**src/rtl/core/dsa_pkg.sv**
```systemverilog
// Shared types, constants and helpers for the disk sector allocator.
package dsa_pkg;

  // Geometry defaults
  localparam int DSA_NUM_TRACKS  = 35;
  localparam int DSA_MAX_SECTORS = 21;
  localparam int DSA_DIR_TRACK   = 18;

  // Fixed field widths
  localparam int TRACK_W = 6;
  localparam int SECT_W  = 5;
  localparam int CNT_W   = 5;
  localparam int CMD_W   = 3;
  localparam int IL_W    = 5;
  localparam int POS_W   = 6;   // holds sector + interleave before the reduction

  // Zone boundaries (last track of each zone) and sectors per zone
  localparam logic [TRACK_W-1:0] ZONE1_LAST = 6'd17;
  localparam logic [TRACK_W-1:0] ZONE2_LAST = 6'd24;
  localparam logic [TRACK_W-1:0] ZONE3_LAST = 6'd30;
  localparam logic [CNT_W-1:0]   ZONE1_LEN  = 5'd21;
  localparam logic [CNT_W-1:0]   ZONE2_LEN  = 5'd19;
  localparam logic [CNT_W-1:0]   ZONE3_LEN  = 5'd18;
  localparam logic [CNT_W-1:0]   ZONE4_LEN  = 5'd17;

  // Interleave: reset value and the point above which scans descend
  localparam logic [IL_W-1:0] IL_RESET       = 5'd10;
  localparam logic [IL_W-1:0] IL_DESCEND_MAX = 5'd10;

  // Sectors reserved on the directory track at reset
  localparam logic [CNT_W-1:0] DIR_RESERVED = 5'd2;

  typedef enum logic [CMD_W-1:0] {
    CMD_FIRST = 3'd0,
    CMD_NEXT  = 3'd1,
    CMD_USED  = 3'd2,
    CMD_FREE  = 3'd3,
    CMD_QUERY = 3'd4
  } dsa_op_t;

  typedef enum logic [1:0] {
    RES_NONE,
    RES_HIT,
    RES_QUERY
  } dsa_res_t;

  // Controller to datapath
  typedef struct packed {
    logic     ld_in;      // capture the input beat
    logic     trk_first;  // track pointer to 1
    logic     trk_inc;    // next track
    logic     rd;         // read map entry of the current track
    logic     ld_ent;     // take the read entry into the work registers
    logic     pick;       // sector pointer from the read entry's free bits
    logic     pos_sum;    // sector pointer plus interleave
    logic     pos_sub;    // sector pointer minus track length
    logic     pos_step;   // one sector along the scan direction
    logic     wr;         // commit a mark
    logic     out_ld;     // load the result register
    dsa_res_t res;        // kind of result to load
  } dsa_cmd_t;

  // Datapath to controller
  typedef struct packed {
    logic [CMD_W-1:0] op;
    logic             trk_ok;
    logic             sec_ok;
    logic             trk_past;
    logic             trk_dir;
    logic             rd_any;
    logic             pos_ge_n;
    logic             bit_free;
    logic             step_last;
    logic             slot_free;
  } dsa_sts_t;

  // Sectors on a track, capped at the configured maximum
  function automatic logic [CNT_W-1:0] dsa_track_len(input logic [TRACK_W-1:0] t,
                                                      input int unsigned max_s);
    logic [CNT_W-1:0] n;
    if (t <= ZONE1_LAST) begin
      n = ZONE1_LEN;
    end else if (t <= ZONE2_LAST) begin
      n = ZONE2_LEN;
    end else if (t <= ZONE3_LAST) begin
      n = ZONE3_LEN;
    end else begin
      n = ZONE4_LEN;
    end
    if (int'(n) > int'(max_s)) begin
      n = CNT_W'(max_s);
    end
    return n;
  endfunction

endpackage

```
**src/rtl/core/dsa_if.sv**
```systemverilog
// Handshake channels of the disk sector allocator: command in, result out, config write.
interface dsa_in_if
  import dsa_pkg::*;
  ();
  logic               valid;
  logic               ready;
  logic [CMD_W-1:0]   command;
  logic [TRACK_W-1:0] track_in;
  logic [SECT_W-1:0]  sector_in;

  modport source (output valid, command, track_in, sector_in, input ready);
  modport sink   (input valid, command, track_in, sector_in, output ready);
endinterface

interface dsa_out_if
  import dsa_pkg::*;
  ();
  logic               valid;
  logic               ready;
  logic               found;
  logic [TRACK_W-1:0] result_track;
  logic [SECT_W-1:0]  result_sector;
  logic [CNT_W-1:0]   track_free_count;

  modport source (output valid, found, result_track, result_sector, track_free_count,
                  input ready);
  modport sink   (input valid, found, result_track, result_sector, track_free_count,
                  output ready);
endinterface

interface dsa_cfg_if
  import dsa_pkg::*;
  ();
  logic            valid;
  logic            ready;
  logic [IL_W-1:0] interleave_step;

  modport source (output valid, interleave_step, input ready);
  modport sink   (input valid, interleave_step, output ready);
endinterface

```
**src/rtl/core/dsa_ram.sv**
```systemverilog
// Generic single-port-write, single-port-read RAM with registered read data.
module dsa_ram #(
  parameter int WIDTH = 8,
  parameter int DEPTH = 16,
  localparam int AW = (DEPTH > 1) ? $clog2(DEPTH) : 1
) (
  input  logic             clk,
  input  logic             we,
  input  logic [AW-1:0]    waddr,
  input  logic [WIDTH-1:0] wdata,
  input  logic             re,
  input  logic [AW-1:0]    raddr,
  output logic [WIDTH-1:0] rdata
);

  logic [WIDTH-1:0] mem [DEPTH];

  always_ff @(posedge clk) begin
    if (we) begin
      mem[waddr] <= wdata;
    end
    if (re) begin
      rdata <= mem[raddr];
    end
  end

endmodule

```
**src/rtl/core/dsa_dp.sv**
```systemverilog
// Datapath: map storage, track and sector pointers, interleave, result register.
module dsa_dp
  import dsa_pkg::*;
#(
  parameter int NUM_TRACKS  = DSA_NUM_TRACKS,
  parameter int MAX_SECTORS = DSA_MAX_SECTORS,
  parameter int DIR_TRACK   = DSA_DIR_TRACK
) (
  input  logic               clk,
  input  logic               rst_n,
  input  dsa_cmd_t           cmd,
  output dsa_sts_t           sts,
  // input beat payload
  input  logic [CMD_W-1:0]   in_command,
  input  logic [TRACK_W-1:0] in_track,
  input  logic [SECT_W-1:0]  in_sector,
  // config write
  input  logic               cfg_we,
  input  logic [IL_W-1:0]    cfg_data,
  // result channel
  output logic               out_valid,
  input  logic               out_ready,
  output logic               out_found,
  output logic [TRACK_W-1:0] out_track,
  output logic [SECT_W-1:0]  out_sector,
  output logic [CNT_W-1:0]   out_count
);

  localparam int MAP_W = MAX_SECTORS;
  localparam int ENT_W = MAP_W + CNT_W;
  localparam int AW    = (NUM_TRACKS > 1) ? $clog2(NUM_TRACKS) : 1;

  // work registers
  logic [IL_W-1:0]    il_r;
  logic [CMD_W-1:0]   cmd_r;
  logic [TRACK_W-1:0] trk_r;
  logic [POS_W-1:0]   pos_r;
  logic [CNT_W-1:0]   stp_r;
  logic [MAP_W-1:0]   map_r;
  logic [CNT_W-1:0]   cnt_r;
  logic [NUM_TRACKS-1:0] vld_r;
  logic               rd_vld_r;
  logic [TRACK_W-1:0] rd_trk_r;

  // result register
  logic               out_valid_r;
  logic               out_found_r;
  logic [TRACK_W-1:0] out_trk_r;
  logic [SECT_W-1:0]  out_sec_r;
  logic [CNT_W-1:0]   out_cnt_r;

  logic [AW-1:0]      addr;
  logic [ENT_W-1:0]   ram_q;
  logic [ENT_W-1:0]   wr_ent;
  logic [CNT_W-1:0]   n_cur;
  logic [POS_W-1:0]   n_pos;
  logic [CNT_W-1:0]   n_rd;
  logic [MAP_W-1:0]   dflt_map;
  logic [CNT_W-1:0]   dflt_cnt;
  logic [MAP_W-1:0]   rd_map;
  logic [CNT_W-1:0]   rd_cnt;
  logic               bit_free;
  logic               down;
  logic               pick_down;
  logic [POS_W-1:0]   pick_lo;
  logic [POS_W-1:0]   pick_hi;
  logic [POS_W-1:0]   pick_pos;
  logic [POS_W-1:0]   step_pos;
  logic [MAP_W-1:0]   new_map;
  logic [CNT_W-1:0]   new_cnt;
  logic               mark_used;
  logic               trk_past;
  logic               trk_ok;

  assign addr     = AW'(trk_r - TRACK_W'(1));
  assign n_cur    = dsa_track_len(trk_r, MAX_SECTORS);
  assign n_pos    = POS_W'(n_cur);
  assign trk_past = trk_r > TRACK_W'(NUM_TRACKS);
  assign trk_ok   = (trk_r != '0) && !trk_past;
  assign bit_free = |(map_r & (MAP_W'(1) << pos_r));
  assign down     = il_r > IL_DESCEND_MAX;
  // the free-bit pick descends only for search first; the higher-track scan always ascends
  assign pick_down = down && (cmd_r == CMD_FIRST);

  // reset contents of the entry just read, for tracks never written
  assign n_rd = dsa_track_len(rd_trk_r, MAX_SECTORS);
  always_comb begin
    for (int i = 0; i < MAP_W; i++) begin
      dflt_map[i] = (i < int'(n_rd));
    end
    dflt_cnt = n_rd;
    if (rd_trk_r == TRACK_W'(DIR_TRACK)) begin
      dflt_map[1:0] = 2'b00;
      dflt_cnt      = n_rd - DIR_RESERVED;
    end
  end

  assign rd_map = rd_vld_r ? ram_q[MAP_W-1:0]       : dflt_map;
  assign rd_cnt = rd_vld_r ? ram_q[ENT_W-1:MAP_W]   : dflt_cnt;

  // free sector pick within one track
  always_comb begin
    pick_lo = '0;
    pick_hi = '0;
    for (int i = MAP_W - 1; i >= 0; i--) begin
      if (rd_map[i]) begin
        pick_lo = POS_W'(i);
      end
    end
    for (int i = 0; i < MAP_W; i++) begin
      if (rd_map[i]) begin
        pick_hi = POS_W'(i);
      end
    end
    pick_pos = (pick_down && !rd_map[0]) ? pick_hi : pick_lo;
  end

  // one step around the track with wrap
  always_comb begin
    if (down) begin
      step_pos = (pos_r == '0) ? n_pos - POS_W'(1) : pos_r - POS_W'(1);
    end else begin
      step_pos = (pos_r + POS_W'(1) >= n_pos) ? '0 : pos_r + POS_W'(1);
    end
  end

  // mark update; the count moves only when the bit flips
  assign mark_used = (cmd_r == CMD_USED);
  always_comb begin
    new_map = map_r;
    new_cnt = cnt_r;
    if (mark_used) begin
      new_map = map_r & ~(MAP_W'(1) << pos_r);
      if (bit_free) begin
        new_cnt = cnt_r - CNT_W'(1);
      end
    end else begin
      new_map = map_r | (MAP_W'(1) << pos_r);
      if (!bit_free) begin
        new_cnt = cnt_r + CNT_W'(1);
      end
    end
  end
  assign wr_ent = {new_cnt, new_map};

  dsa_ram #(
    .WIDTH (ENT_W),
    .DEPTH (NUM_TRACKS)
  ) u_map_ram (
    .clk   (clk),
    .we    (cmd.wr),
    .waddr (addr),
    .wdata (wr_ent),
    .re    (cmd.rd),
    .raddr (addr),
    .rdata (ram_q)
  );

  // control registers: interleave, entry valid bits, result valid
  always_ff @(posedge clk) begin
    if (!rst_n) begin
      il_r        <= IL_RESET;
      vld_r       <= '0;
      out_valid_r <= 1'b0;
    end else begin
      if (cfg_we) begin
        il_r <= cfg_data;
      end
      if (cmd.wr) begin
        vld_r[addr] <= 1'b1;
      end
      if (cmd.out_ld) begin
        out_valid_r <= 1'b1;
      end else if (out_ready) begin
        out_valid_r <= 1'b0;
      end
    end
  end

  // pointers and work registers
  always_ff @(posedge clk) begin
    if (cmd.ld_in) begin
      cmd_r <= in_command;
      trk_r <= in_track;
      pos_r <= POS_W'(in_sector);
      stp_r <= '0;
    end
    if (cmd.trk_first) begin
      trk_r <= TRACK_W'(1);
    end else if (cmd.trk_inc) begin
      trk_r <= trk_r + TRACK_W'(1);
    end
    if (cmd.rd) begin
      rd_vld_r <= vld_r[addr];
      rd_trk_r <= trk_r;
    end
    if (cmd.ld_ent) begin
      map_r <= rd_map;
      cnt_r <= rd_cnt;
    end
    if (cmd.pick) begin
      pos_r <= pick_pos;
    end else if (cmd.pos_sum) begin
      pos_r <= pos_r + POS_W'(il_r);
    end else if (cmd.pos_sub) begin
      pos_r <= pos_r - n_pos;
    end else if (cmd.pos_step) begin
      pos_r <= step_pos;
      stp_r <= stp_r + CNT_W'(1);
    end
    if (cmd.wr) begin
      map_r <= new_map;
      cnt_r <= new_cnt;
    end
  end

  // result payload
  always_ff @(posedge clk) begin
    if (cmd.out_ld) begin
      case (cmd.res)
        RES_HIT: begin
          out_found_r <= 1'b1;
          out_trk_r   <= trk_r;
          out_sec_r   <= SECT_W'(pos_r);
          out_cnt_r   <= cnt_r;
        end
        RES_QUERY: begin
          out_found_r <= bit_free;
          out_trk_r   <= trk_r;
          out_sec_r   <= SECT_W'(pos_r);
          out_cnt_r   <= cnt_r;
        end
        default: begin
          out_found_r <= 1'b0;
          out_trk_r   <= '0;
          out_sec_r   <= '0;
          out_cnt_r   <= '0;
        end
      endcase
    end
  end

  assign out_valid  = out_valid_r;
  assign out_found  = out_found_r;
  assign out_track  = out_trk_r;
  assign out_sector = out_sec_r;
  assign out_count  = out_cnt_r;

  // status to the controller
  always_comb begin
    sts.op        = cmd_r;
    sts.trk_ok    = trk_ok;
    sts.sec_ok    = pos_r < n_pos;
    sts.trk_past  = trk_past;
    sts.trk_dir   = trk_r == TRACK_W'(DIR_TRACK);
    sts.rd_any    = |rd_map;
    sts.pos_ge_n  = pos_r >= n_pos;
    sts.bit_free  = bit_free;
    sts.step_last = stp_r == (n_cur - CNT_W'(1));
    sts.slot_free = !out_valid_r || out_ready;
  end

  // a mark only ever commits to an addressed sector that exists
  a_wr_addr: assert property (@(posedge clk) disable iff (!rst_n)
    cmd.wr |-> trk_ok && (pos_r < n_pos))
    else $error("mark committed to an invalid address");

  // stepping around a track keeps the pointer inside it
  a_step_range: assert property (@(posedge clk) disable iff (!rst_n)
    cmd.pos_step |=> pos_r < n_pos)
    else $error("sector pointer left the track");

  // a result without a track carries nothing else
  a_none_zero: assert property (@(posedge clk) disable iff (!rst_n)
    out_valid_r && (out_trk_r == '0) |-> !out_found_r && (out_cnt_r == '0))
    else $error("empty result with found or count set");

endmodule

```
**src/rtl/core/dsa_ctrl.sv**
```systemverilog
// Controller: sequences reads, searches, marks and the result hand-off.
module dsa_ctrl
  import dsa_pkg::*;
(
  input  logic     clk,
  input  logic     rst_n,
  input  logic     in_valid,
  output logic     in_ready,
  input  dsa_sts_t sts,
  output dsa_cmd_t cmd
);

  typedef enum logic [3:0] {
    S_IDLE,
    S_DISP,
    S_SC_CHK,
    S_SC_WAIT,
    S_NX_WAIT,
    S_NX_MOD,
    S_NX_CHK,
    S_MK_WAIT,
    S_MK_DO,
    S_DONE
  } state_t;

  state_t   state_r, state_nxt;
  dsa_res_t res_r, res_nxt;

  assign in_ready = (state_r == S_IDLE);

  // next state and datapath commands
  always_comb begin
    state_nxt = state_r;
    res_nxt   = res_r;
    cmd       = '0;
    cmd.res   = res_r;
    unique case (state_r)
      S_IDLE: begin
        if (in_valid) begin
          cmd.ld_in = 1'b1;
          state_nxt = S_DISP;
        end
      end
      S_DISP: begin
        unique case (sts.op) inside
          CMD_FIRST: begin
            cmd.trk_first = 1'b1;
            state_nxt     = S_SC_CHK;
          end
          CMD_NEXT: begin
            if (sts.trk_ok) begin
              cmd.rd      = 1'b1;
              cmd.pos_sum = 1'b1;
              state_nxt   = S_NX_WAIT;
            end else begin
              res_nxt   = RES_NONE;
              state_nxt = S_DONE;
            end
          end
          CMD_USED, CMD_FREE, CMD_QUERY: begin
            if (sts.trk_ok && sts.sec_ok) begin
              cmd.rd    = 1'b1;
              state_nxt = S_MK_WAIT;
            end else begin
              res_nxt   = RES_NONE;
              state_nxt = S_DONE;
            end
          end
          default: begin
            res_nxt   = RES_NONE;
            state_nxt = S_DONE;
          end
        endcase
      end
      // track scan: skip the directory track, stop past the last track
      S_SC_CHK: begin
        if (sts.trk_past) begin
          res_nxt   = RES_NONE;
          state_nxt = S_DONE;
        end else if (sts.trk_dir) begin
          cmd.trk_inc = 1'b1;
        end else begin
          cmd.rd    = 1'b1;
          state_nxt = S_SC_WAIT;
        end
      end
      S_SC_WAIT: begin
        cmd.ld_ent = 1'b1;
        if (sts.rd_any) begin
          cmd.pick  = 1'b1;
          res_nxt   = RES_HIT;
          state_nxt = S_DONE;
        end else begin
          cmd.trk_inc = 1'b1;
          state_nxt   = S_SC_CHK;
        end
      end
      // search next: reduce, then walk the track, then scan upward
      S_NX_WAIT: begin
        cmd.ld_ent = 1'b1;
        state_nxt  = S_NX_MOD;
      end
      S_NX_MOD: begin
        if (sts.pos_ge_n) begin
          cmd.pos_sub = 1'b1;
        end else begin
          state_nxt = S_NX_CHK;
        end
      end
      S_NX_CHK: begin
        if (sts.bit_free) begin
          res_nxt   = RES_HIT;
          state_nxt = S_DONE;
        end else if (sts.step_last) begin
          state_nxt = S_SC_CHK;
        end else begin
          cmd.pos_step = 1'b1;
        end
      end
      // marks and query
      S_MK_WAIT: begin
        cmd.ld_ent = 1'b1;
        state_nxt  = S_MK_DO;
      end
      S_MK_DO: begin
        if (sts.op == CMD_QUERY) begin
          res_nxt = RES_QUERY;
        end else begin
          cmd.wr  = 1'b1;
          res_nxt = RES_HIT;
        end
        state_nxt = S_DONE;
      end
      S_DONE: begin
        if (sts.slot_free) begin
          cmd.out_ld = 1'b1;
          state_nxt  = S_IDLE;
        end
      end
      default: begin
        state_nxt = S_IDLE;
      end
    endcase
  end

  // state and registered result kind
  always_ff @(posedge clk) begin
    if (!rst_n) begin
      state_r <= S_IDLE;
      res_r   <= RES_NONE;
    end else begin
      state_r <= state_nxt;
      res_r   <= res_nxt;
    end
  end

  // one beat in flight at a time
  a_one_beat: assert property (@(posedge clk) disable iff (!rst_n)
    in_valid && in_ready |=> !in_ready)
    else $error("second beat accepted while busy");

endmodule

```
**src/rtl/core/disk_sector_allocator.sv**
```systemverilog
// Top level of the disk sector allocator: controller, datapath and channel wiring.
//
//  channel  dir  beat contents                                        handshake
//  in_bus   in   command, track_in, sector_in                         valid/ready
//  out_bus  out  found, result_track, result_sector, track_free_count valid/ready
//  cfg_bus  in   interleave_step                                      valid/ready
//
// Mark and query: the accepted beat passes through dispatch, map read and mark states
// before the result register loads; the next beat is taken once the controller is idle.
// Search: each track scanned is read from the map RAM, then evaluated; the directory
// track is skipped without a read. Search next reduces, then walks sector by sector.
// One command is worked on at a time; the next is accepted while a result waits.
// Synchronous active-low reset; map entries read their reset contents until
// first written. A stalled result holds in the output register; cfg is always ready.
module disk_sector_allocator
  import dsa_pkg::*;
#(
  parameter int NUM_TRACKS  = DSA_NUM_TRACKS,
  parameter int MAX_SECTORS = DSA_MAX_SECTORS,
  parameter int DIR_TRACK   = DSA_DIR_TRACK
) (
  input logic      clk,
  input logic      rst_n,
  dsa_in_if.sink   in_bus,
  dsa_out_if.source out_bus,
  dsa_cfg_if.sink  cfg_bus
);

  dsa_cmd_t cmd;
  dsa_sts_t sts;

  assign cfg_bus.ready = 1'b1;

  dsa_ctrl u_ctrl (
    .clk      (clk),
    .rst_n    (rst_n),
    .in_valid (in_bus.valid),
    .in_ready (in_bus.ready),
    .sts      (sts),
    .cmd      (cmd)
  );

  dsa_dp #(
    .NUM_TRACKS  (NUM_TRACKS),
    .MAX_SECTORS (MAX_SECTORS),
    .DIR_TRACK   (DIR_TRACK)
  ) u_dp (
    .clk        (clk),
    .rst_n      (rst_n),
    .cmd        (cmd),
    .sts        (sts),
    .in_command (in_bus.command),
    .in_track   (in_bus.track_in),
    .in_sector  (in_bus.sector_in),
    .cfg_we     (cfg_bus.valid),
    .cfg_data   (cfg_bus.interleave_step),
    .out_valid  (out_bus.valid),
    .out_ready  (out_bus.ready),
    .out_found  (out_bus.found),
    .out_track  (out_bus.result_track),
    .out_sector (out_bus.result_sector),
    .out_count  (out_bus.track_free_count)
  );

endmodule

```
**src/flat_wrapper.sv**
```systemverilog
// flat-port wrapper written by rule: the top's interface ports become plain ports
module disk_sector_allocator_flat import dsa_pkg::*;
#(
  parameter int NUM_TRACKS  = DSA_NUM_TRACKS,
  parameter int MAX_SECTORS = DSA_MAX_SECTORS,
  parameter int DIR_TRACK   = DSA_DIR_TRACK
)
  (clk, rst_n, in_bus_valid, in_bus_command, in_bus_track_in, in_bus_sector_in, in_bus_ready, out_bus_valid, out_bus_found, out_bus_result_track, out_bus_result_sector, out_bus_track_free_count, out_bus_ready, cfg_bus_valid, cfg_bus_interleave_step, cfg_bus_ready);
  dsa_in_if in_bus_i ();
  dsa_out_if out_bus_i ();
  dsa_cfg_if cfg_bus_i ();
  input logic clk;
  input logic rst_n;
  input wire logic [$bits(in_bus_i.valid)-1:0] in_bus_valid;
  input wire logic [$bits(in_bus_i.command)-1:0] in_bus_command;
  input wire logic [$bits(in_bus_i.track_in)-1:0] in_bus_track_in;
  input wire logic [$bits(in_bus_i.sector_in)-1:0] in_bus_sector_in;
  output wire logic [$bits(in_bus_i.ready)-1:0] in_bus_ready;
  output wire logic [$bits(out_bus_i.valid)-1:0] out_bus_valid;
  output wire logic [$bits(out_bus_i.found)-1:0] out_bus_found;
  output wire logic [$bits(out_bus_i.result_track)-1:0] out_bus_result_track;
  output wire logic [$bits(out_bus_i.result_sector)-1:0] out_bus_result_sector;
  output wire logic [$bits(out_bus_i.track_free_count)-1:0] out_bus_track_free_count;
  input wire logic [$bits(out_bus_i.ready)-1:0] out_bus_ready;
  input wire logic [$bits(cfg_bus_i.valid)-1:0] cfg_bus_valid;
  input wire logic [$bits(cfg_bus_i.interleave_step)-1:0] cfg_bus_interleave_step;
  output wire logic [$bits(cfg_bus_i.ready)-1:0] cfg_bus_ready;
  assign in_bus_i.valid = in_bus_valid;
  assign in_bus_i.command = in_bus_command;
  assign in_bus_i.track_in = in_bus_track_in;
  assign in_bus_i.sector_in = in_bus_sector_in;
  assign in_bus_ready = in_bus_i.ready;
  assign out_bus_valid = out_bus_i.valid;
  assign out_bus_found = out_bus_i.found;
  assign out_bus_result_track = out_bus_i.result_track;
  assign out_bus_result_sector = out_bus_i.result_sector;
  assign out_bus_track_free_count = out_bus_i.track_free_count;
  assign out_bus_i.ready = out_bus_ready;
  assign cfg_bus_i.valid = cfg_bus_valid;
  assign cfg_bus_i.interleave_step = cfg_bus_interleave_step;
  assign cfg_bus_ready = cfg_bus_i.ready;
  disk_sector_allocator #(.NUM_TRACKS(NUM_TRACKS), .MAX_SECTORS(MAX_SECTORS), .DIR_TRACK(DIR_TRACK)) u_core (.clk(clk), .rst_n(rst_n), .in_bus(in_bus_i), .out_bus(out_bus_i), .cfg_bus(cfg_bus_i));
endmodule
```
**config.mk**
```make
export PLATFORM = sky130hd
export DESIGN_NAME = disk_sector_allocator_flat
export DESIGN_NICKNAME = d
export VERILOG_FILES = /design/src/rtl/core/dsa_pkg.sv /design/src/rtl/core/dsa_if.sv /design/src/rtl/core/dsa_ram.sv /design/src/rtl/core/dsa_dp.sv /design/src/rtl/core/dsa_ctrl.sv /design/src/rtl/core/disk_sector_allocator.sv /design/src/flat_wrapper.sv
export SDC_FILE = /design/constraint.sdc
export NUM_CORES = 1
export LEC_CHECK = 0
export ABC_AREA = 1
export ABC_CLOCK_PERIOD_IN_PS = 11250
export BUFFER_PORTS_ARGS = -buffer_cell sky130_fd_sc_hd__buf_2
export CAP_MARGIN = 15
export CORE_ASPECT_RATIO = 0.7
export CORE_MARGIN = 3
export CORE_UTILIZATION = 65
export DETAILED_ROUTE_END_ITERATION = 12
export PLACE_DENSITY = 0.82
export SLEW_MARGIN = 40
export SYNTH_ARGS = -nofsm -noshare
export SYNTH_HDL_FRONTEND = slang
export SYNTH_SLANG_ARGS = --single-unit
export TNS_END_PERCENT = 50
```
**constraint.sdc**
```tcl
create_clock -name clk -period 11.25 [get_ports clk]
set_input_delay 1.6875 -clock clk [delete_from_list [all_inputs] [get_ports clk]]
set_output_delay 1.6875 -clock clk [all_outputs]
set_load 0.005 [all_outputs]
```
==> flow_metrics.py, run 1 <==
metrics = {
    "job": {
        "cap_violations": 0,
    },
    "worst_setup_path": {
        "critPathKind": "reg2reg",
        "arrival_ps": 5040,
        "endpoint_kind": "register",
        "reg2reg_setup_slack_ps": 6590,
        "worstPathRequired_ps": 11630,
        "reg2reg_to": "u_core.u_dp.u_map_ram.rdata[4]",
        "cpPeakStageDelay_ps": 530,
        "cp-endpoint": "u_core.u_dp.u_map_ram.rdata[4]",
        "r2r-start": "u_core.u_dp.trk_r[0]",
        "reg2regPathDepth": 12,
        "worstSetupStartpoint": "u_core.u_dp.trk_r[0]",
        "cp_slowest_cell": "buf_4",
        "cp_common_cell": "buf_4",
        "cp-start-kind": "register",
        "crit_chain": "inv_4, ha_1, inv_2, buf_4, nor3_4, buf_4, buf_4, a22o_1, a221oi_1, nand3_1, a221oi_1, o211ai_1",
        "path_max_fanout": 55,
    },
    "hold_path": {
        "hold_class": "reg2reg",
    },
    "power": {
        "irDropWorstVdd_v": 0.000232,
        "leakagePower_nw": 15.8,
        "power_density_nw_per_um2": 279,
    },
    "synthesis": {
        "yosysWarnings": 0,
        "ys_ff_latch": 1053,
        "yosys_most_used_dff": "edfxtp_1",
        "async_flop_share_pct": 0,
        "ys_types": 58,
        "syn_area_per_cell_um2": 13.7,
        "syn_inst": 3042,
        "seq_area_frac_synth_pct": 74.7,
        "synthesis.nets": 3097,
        "synth-edff-count": 995,
        "synth_area_um2": 41600,
    },
    "finish": {
        "fin_area_um2": 46800,
        "drive_gt1_share_pct": 12.0,
        "final_common_cell": "edfxtp_1",
        "final_cell_mix": "edfxtp_1, nand2_1, nor2_1",
        "nNetsFinal": 3196,
        "area_growth_pct": 12.6,
        "antenna_cells": 0,
    },
    "clocking": {
        "cts_tree": "yes",
        "clk_path_buf_depth": 3,
        "cts_inserted_buffers": 91,
        "clock_latency_ps": 680,
        "post_cts_resized": 0,
        "hold_buffers": 0,
        "cts_max_level": 3,
        "clock_sinks": 1053,
        "cts_setup_buffers": 0,
        "clkTransAtPathRegs_ps": 70,
        "cts_root_buf": "clkbuf_16",
    },
    "detailed_routing": {
        "totalWireLength_um": 119000,
        "drc": 0,
        "vias": 28100,
        "vias_per_cell": 6.97,
        "detail_route.wl_per_cell_um": 29.6,
        "drtAntennaViolNets": 0,
        "firstDrtPassIters": 8,
        "drtIter0Drc": 5198,
    },
    "grt": {
        "antenna_found_initial": 3,
        "met2_usage_pct": 51.8,
        "met3_usage_pct": 11.1,
        "grt_pass1_wl_um": 174000,
        "grt.total_usage_pct": 35.7,
        "grt_overflow": 0,
        "use_met1_pct": 51.0,
        "grt_max_degree": 110,
        "first_global_vias": 27200,
        "grt.busiest_layer": "met2",
    },
    "sta": {
        "rsz0062_at_grt": "no",
        "tightest_slew_ps": 919,
        "tns_ps": 0,
        "fin_crit_sh_pct": 41.5,
        "finalClockSkew_ps": 25.2,
        "setup_violations": 0,
        "max_freq_mhz": 214,
        "fin_crit_ps": 4660,
        "hold_viol": 0,
        "slew_headroom_pct": 38.7,
        "whs_ps": 467,
        "worst_slack_ps": 6590,
        "drv_slew": 0,
    },
    "floorplanning": {
        "dieArea_um2": 67100,
        "rows": 76,
        "io_pins": 44,
        "initial_core_util_pct": 66.6,
        "fp.dieH_um": 218,
        "die_w_um": 308,
        "coreArea_um2": 62400,
    },
    "place": {
        "postPlaceCellArea_um2": 43900,
        "gp_congestion": 0.972,
        "portBuffers": 42,
        "post-place-ws_ps": 6750,
        "dp_hpwl_um": 71000,
    },
    "run_status": {
        "status": "complete, no violations",
    },
}
per-stage QoR:
stage,power [W],instances,util (%)
global route,0.0135,4035,75.0
floorplan,0.00793,3042,-
global placement,0.00958,3826,69.0
CTS,0.0129,4035,75.0
finish,0.0131,4035,75.0
detailed placement,0.00979,3867,70.4
worst max-delay path, delay by kind of cell, from the launching register on:
family | cells | cell delay (ps)
buffers and inverters | 5 | 1940
DFF | 1 | 350
adders and majority gates | 1 | 500
and+or+nand+nor | 2 | 240
AOI/OAI and AO/OA | 4 | 1220
registers in the layout, indices dropped and copies added, names as in the netlist, 6 cells and up:
register,cells
u_core.u_dp.map_r,21
u_core.u_dp.trk_r,6
u_core.u_dp.pos_r,6
u_core.u_dp.out_track,6
u_core.u_dp.vld_r,35
u_core.u_dp.u_map_ram.rdata,26
u_core.u_dp.rd_trk_r,6
u_core.u_dp.u_map_ram.mem,910
kinds of logic after synthesis:
family                     synth area share, %
AOI/OAI and AO/OA                         10.7
xor gates and xnor gates                 0.479
adders and majority gates                0.969
buffers and inverters                     2.86
DFF                                       74.7
other                                  0.00902
and+or+nand+nor                           10.3
synth_stat cells, types with 3 or more instances:
cell type  instances  share of area, %
a221oi_1         114               2.4
clkbuf_1          46              0.42
nand2_2            4             0.060
dfxtp_1           58               2.8
o211ai_1          11              0.20
xor2_1            16              0.34
a211oi_1           5             0.090
nor2_2            10              0.15
a22o_1           144               3.0
o31ai_1            5             0.090
nor3_1            13              0.16
nand4_1           67               1.0
inv_2             12              0.11
buf_4              5             0.090
a21oi_1          156               1.9
a22oi_1            6              0.11
o21a_1            30              0.54
nand3_1           75              0.90
buf_2             67              0.81
o21bai_1           3             0.054
nor2_1           223               2.0
a2111o_1           6              0.16
or2_2              5             0.075
o2111ai_1          9              0.19
edfxtp_1         995                72
inv_1            136               1.2
o22ai_1            3             0.045
ha_1              29              0.87
o21ai_0           85               1.0
nor3_4             5              0.20
o21ai_1            6             0.072
nand2_1          605               5.5
buf_1             15              0.14
nor4_1             7              0.11
a31oi_1           26              0.39
xnor2_1            3             0.063
o41ai_1            4             0.084
final cells by class:
type,count,area [µm²]
clock buffers,111,2370
well taps,819,1020
inverters,150,566
fillers,3537,15600
repair buffers,141,1520
clock inverters,57,542
multi-input cells,1704,9750
flip-flops and latches,1053,31000
power by group:
group | internal, W | total (W) | switching [W]
Sequential | 0.00497 | 0.00509 | 0.000123
Combinational | 0.00129 | 0.00486 | 0.00357
Clock | 0.00168 | 0.00311 | 0.00143
Total | 0.00794 | 0.0131 | 0.00512
routing by layer:
layer  share of wire, %  up-vias
met1                 36    13600
li1                   -    11600
met3                 16      421
met2                 43     2577
met5             0.0059        -
met4                4.5        2
worst min path at each step:
stage                     cells after the start                   from                       to  slack (ps)
after floorplan                               0   u_core.u_dp.trk_r[4]  u_core.u_dp.rd_trk_r[4]         400
after detailed placement                      1  u_core.u_dp.vld_r[14]    u_core.u_dp.vld_r[14]         450
final                                         1   u_core.u_dp.vld_r[4]     u_core.u_dp.vld_r[4]         470
after global placement                        1   u_core.u_dp.stp_r[4]     u_core.u_dp.stp_r[4]         450
after CTS                                     1  u_core.u_dp.vld_r[14]    u_core.u_dp.vld_r[14]         470
after global routing                          1  u_core.u_dp.vld_r[14]    u_core.u_dp.vld_r[14]         490
Power figures use the tool's default switching activity.
==> run 2: changes to the inputs <==
--- a/config.mk
+++ b/config.mk
@@ -6,14 +6,14 @@
 export NUM_CORES = 1
 export LEC_CHECK = 0
 export ABC_AREA = 1
-export ABC_CLOCK_PERIOD_IN_PS = 11250
+export ABC_CLOCK_PERIOD_IN_PS = 3900
 export BUFFER_PORTS_ARGS = -buffer_cell sky130_fd_sc_hd__buf_2
 export CAP_MARGIN = 15
 export CORE_ASPECT_RATIO = 0.7
 export CORE_MARGIN = 3
-export CORE_UTILIZATION = 65
+export CORE_UTILIZATION = 57
 export DETAILED_ROUTE_END_ITERATION = 12
-export PLACE_DENSITY = 0.82
+export PLACE_DENSITY = 0.76
 export SLEW_MARGIN = 40
 export SYNTH_ARGS = -nofsm -noshare
 export SYNTH_HDL_FRONTEND = slang
==> constraint.sdc (replaced) <==
create_clock -name clk -period 3.9 [get_ports clk]
set_input_delay 0.585 -clock clk [delete_from_list [all_inputs] [get_ports clk]]
set_output_delay 0.585 -clock clk [all_outputs]
set_load 0.005 [all_outputs]
==> run 2 against run 1 <==
Clock power grew to 3.2 times the previous value. Maximum frequency grew 24%. Final area grew 1.8%. Highest routed layer unchanged.
==> flow_metrics.py, run 2 (same netlist as run 1, synthesis figures left out) <==
metrics = {
    "run_status": {
        "status": "complete, no violations",
    },
    "power": {
        "leakagePower_nw": 16.2,
        "power_frac_clock_pct": 25.4,
        "p_sw_share_pct": 38.4,
        "irDropWorstVdd_v": 0.000626,
        "finalPower_w": 0.0392,
        "seq_power_share_pct": 37.4,
        "combPwrFrac_pct": 37.1,
        "power_density_nw_per_um2": 823,
        "p_int_w": 0.0242,
        "power.switching_w": 0.0151,
    },
    "clocking": {
        "clock_sinks": 1053,
        "cts_inserted_buffers": 92,
        "post_cts_resized": 0,
        "hold_buffers": 0,
        "clk_path_buf_depth": 3,
        "clkTransAtPathRegs_ps": 70,
        "cts_setup_buffers": 0,
        "cts_max_level": 3,
        "cts_tree": "yes",
        "clock_latency_ps": 700,
        "cts_root_buf": "clkbuf_16",
    },
    "grt": {
        "grt_max_degree": 72,
        "grt_pass1_wl_um": 180000,
        "grt_overflow": 0,
        "grt.total_usage_pct": 32.7,
        "first_global_vias": 26800,
        "antenna_found_initial": 2,
    },
    "place": {
        "dp_hpwl_um": 74900,
        "gp_congestion": 0.943,
        "portBuffers": 42,
        "post-place-ws_ps": 177,
    },
    "floorplanning": {
        "dieArea_um2": 76300,
        "die_w_um": 329,
        "coreArea_um2": 71900,
        "io_pins": 44,
        "rows": 82,
        "initial_core_util_pct": 57.8,
        "fp.dieH_um": 232,
    },
    "worst_setup_path": {
        "r2r-start": "u_core.u_dp.trk_r[1]",
        "worstPathRequired_ps": 4220,
        "critPathKind": "reg2reg",
        "endpoint_kind": "register",
        "reg2reg_setup_slack_ps": 130,
        "worstSetupStartpoint": "u_core.u_dp.trk_r[1]",
        "cp-start-kind": "register",
        "path_max_fanout": 33,
        "arrival_ps": 4090,
    },
    "finish": {
        "largest_register_ffs": 910,
        "final_cell_mix": "edfxtp_1, nand2_1, nor2_1",
        "fillers": 4865,
        "final_common_cell": "edfxtp_1",
        "reg_top3": "u_core.u_dp.u_map_ram.mem x910, u_core.u_dp.vld_r x35, u_core.u_dp.u_map_ram.rdata x26",
        "drive_gt1_share_pct": 13.7,
        "nNetsFinal": 3237,
        "multi_input_area_um2": 9770,
        "regMostFlops": "u_core.u_dp.u_map_ram.mem",
        "register_area_um2": 31000,
        "area_growth_pct": 14.6,
    },
    "detailed_routing": {
        "detail_route.wl_per_cell_um": 29.5,
        "firstDrtPassIters": 6,
        "vias_per_cell": 6.60,
        "totalWireLength_um": 125000,
        "vias": 27900,
        "drtAntennaViolNets": 0,
        "drc": 0,
        "drtIter0Drc": 4834,
    },
    "sta": {
        "drv_slew": 0,
        "fin_crit_ps": 3770,
        "worst_slack_ps": 131,
        "rsz0062_at_grt": "yes",
        "max_freq_mhz": 265,
        "slew_headroom_pct": 42.8,
        "setup_violations": 0,
        "finalClockSkew_ps": 42.4,
        "hold_viol": 0,
        "tns_ps": 0,
        "tightest_slew_ps": 857,
        "whs_ps": 79.2,
        "fin_crit_sh_pct": 96.7,
    },
    "hold_path": {
        "hold_class": "in2reg",
        "hp-start": "in_bus_command[1]",
    },
    "job": {
        "cap_violations": 0,
    },
}
==> run 2: changes by cell type in the layout (fill, tap and decap cells not counted), sizes merged <==
cell / change
bufinv: +10
clkbuf: -6
buf: +40
inv: +1
diode: +2
==> run 2: final timing paths <==
kind,to,cells after the start
max,u_core.u_dp.u_map_ram.rdata[14],15
min,u_core.u_dp.cmd_r[1],1
max reg2reg,u_core.u_dp.u_map_ram.rdata[14],15
min reg2reg,u_core.u_dp.vld_r[9],1
==> run 2: worst max-delay path, stage by stage (launching register included) <==
cell	delay (ps)
dfxtp_1	310
inv_1	160
ha_1	240
o21ai_1	90
a21oi_2	180
buf_4	180
inv_1	100
ha_1	340
inv_1	70
or2_2	110
nand2_1	80
a21oi_1	320
nand2_1	130
nor4_1	320
nor2_1	160
nand2_4	560
==> run 2: final cells by class <==
cell class                 count  area share, %
antenna                        2         0.0105
clock buffer                 105           5.11
clock inverter                68           1.85
inverter                     150           1.19
multi-input combinational   1704           20.5
sequential                  1053           65.1
tap                          966           2.54
timing repair buffer         181           3.67
==> run 2: power by group through the flow <==
stage,Sequential (W),Combinational [W],Clock [W]
final,0.0147,0.0146,0.00997
after global routing,0.0147,0.0153,0.0104
after CTS,0.0147,0.0141,0.0100
after detailed placement,0.0149,0.0140,0
after global placement,0.0149,0.0136,0
after floorplan,0.0148,0.00808,0
==> run 2: routing by layer <==
metal	part of all wire, %	track usage, %	up-vias
met5	0.13	0	-
met4	3.6	11.1	2
met3	14	8.76	326
met2	43	47.6	2218
met1	39	48.2	13700
li1	-	-	11700
==> run 2: through the flow <==
step                cells  utilization (%)  cell area, µm²
floorplan            3042                -           41600
global placement     4049             61.5           44200
detailed placement   4054             61.6           44300
CTS                  4227             66.2           47600
global route         4227             66.3           47700
finish               4229             66.3           47700
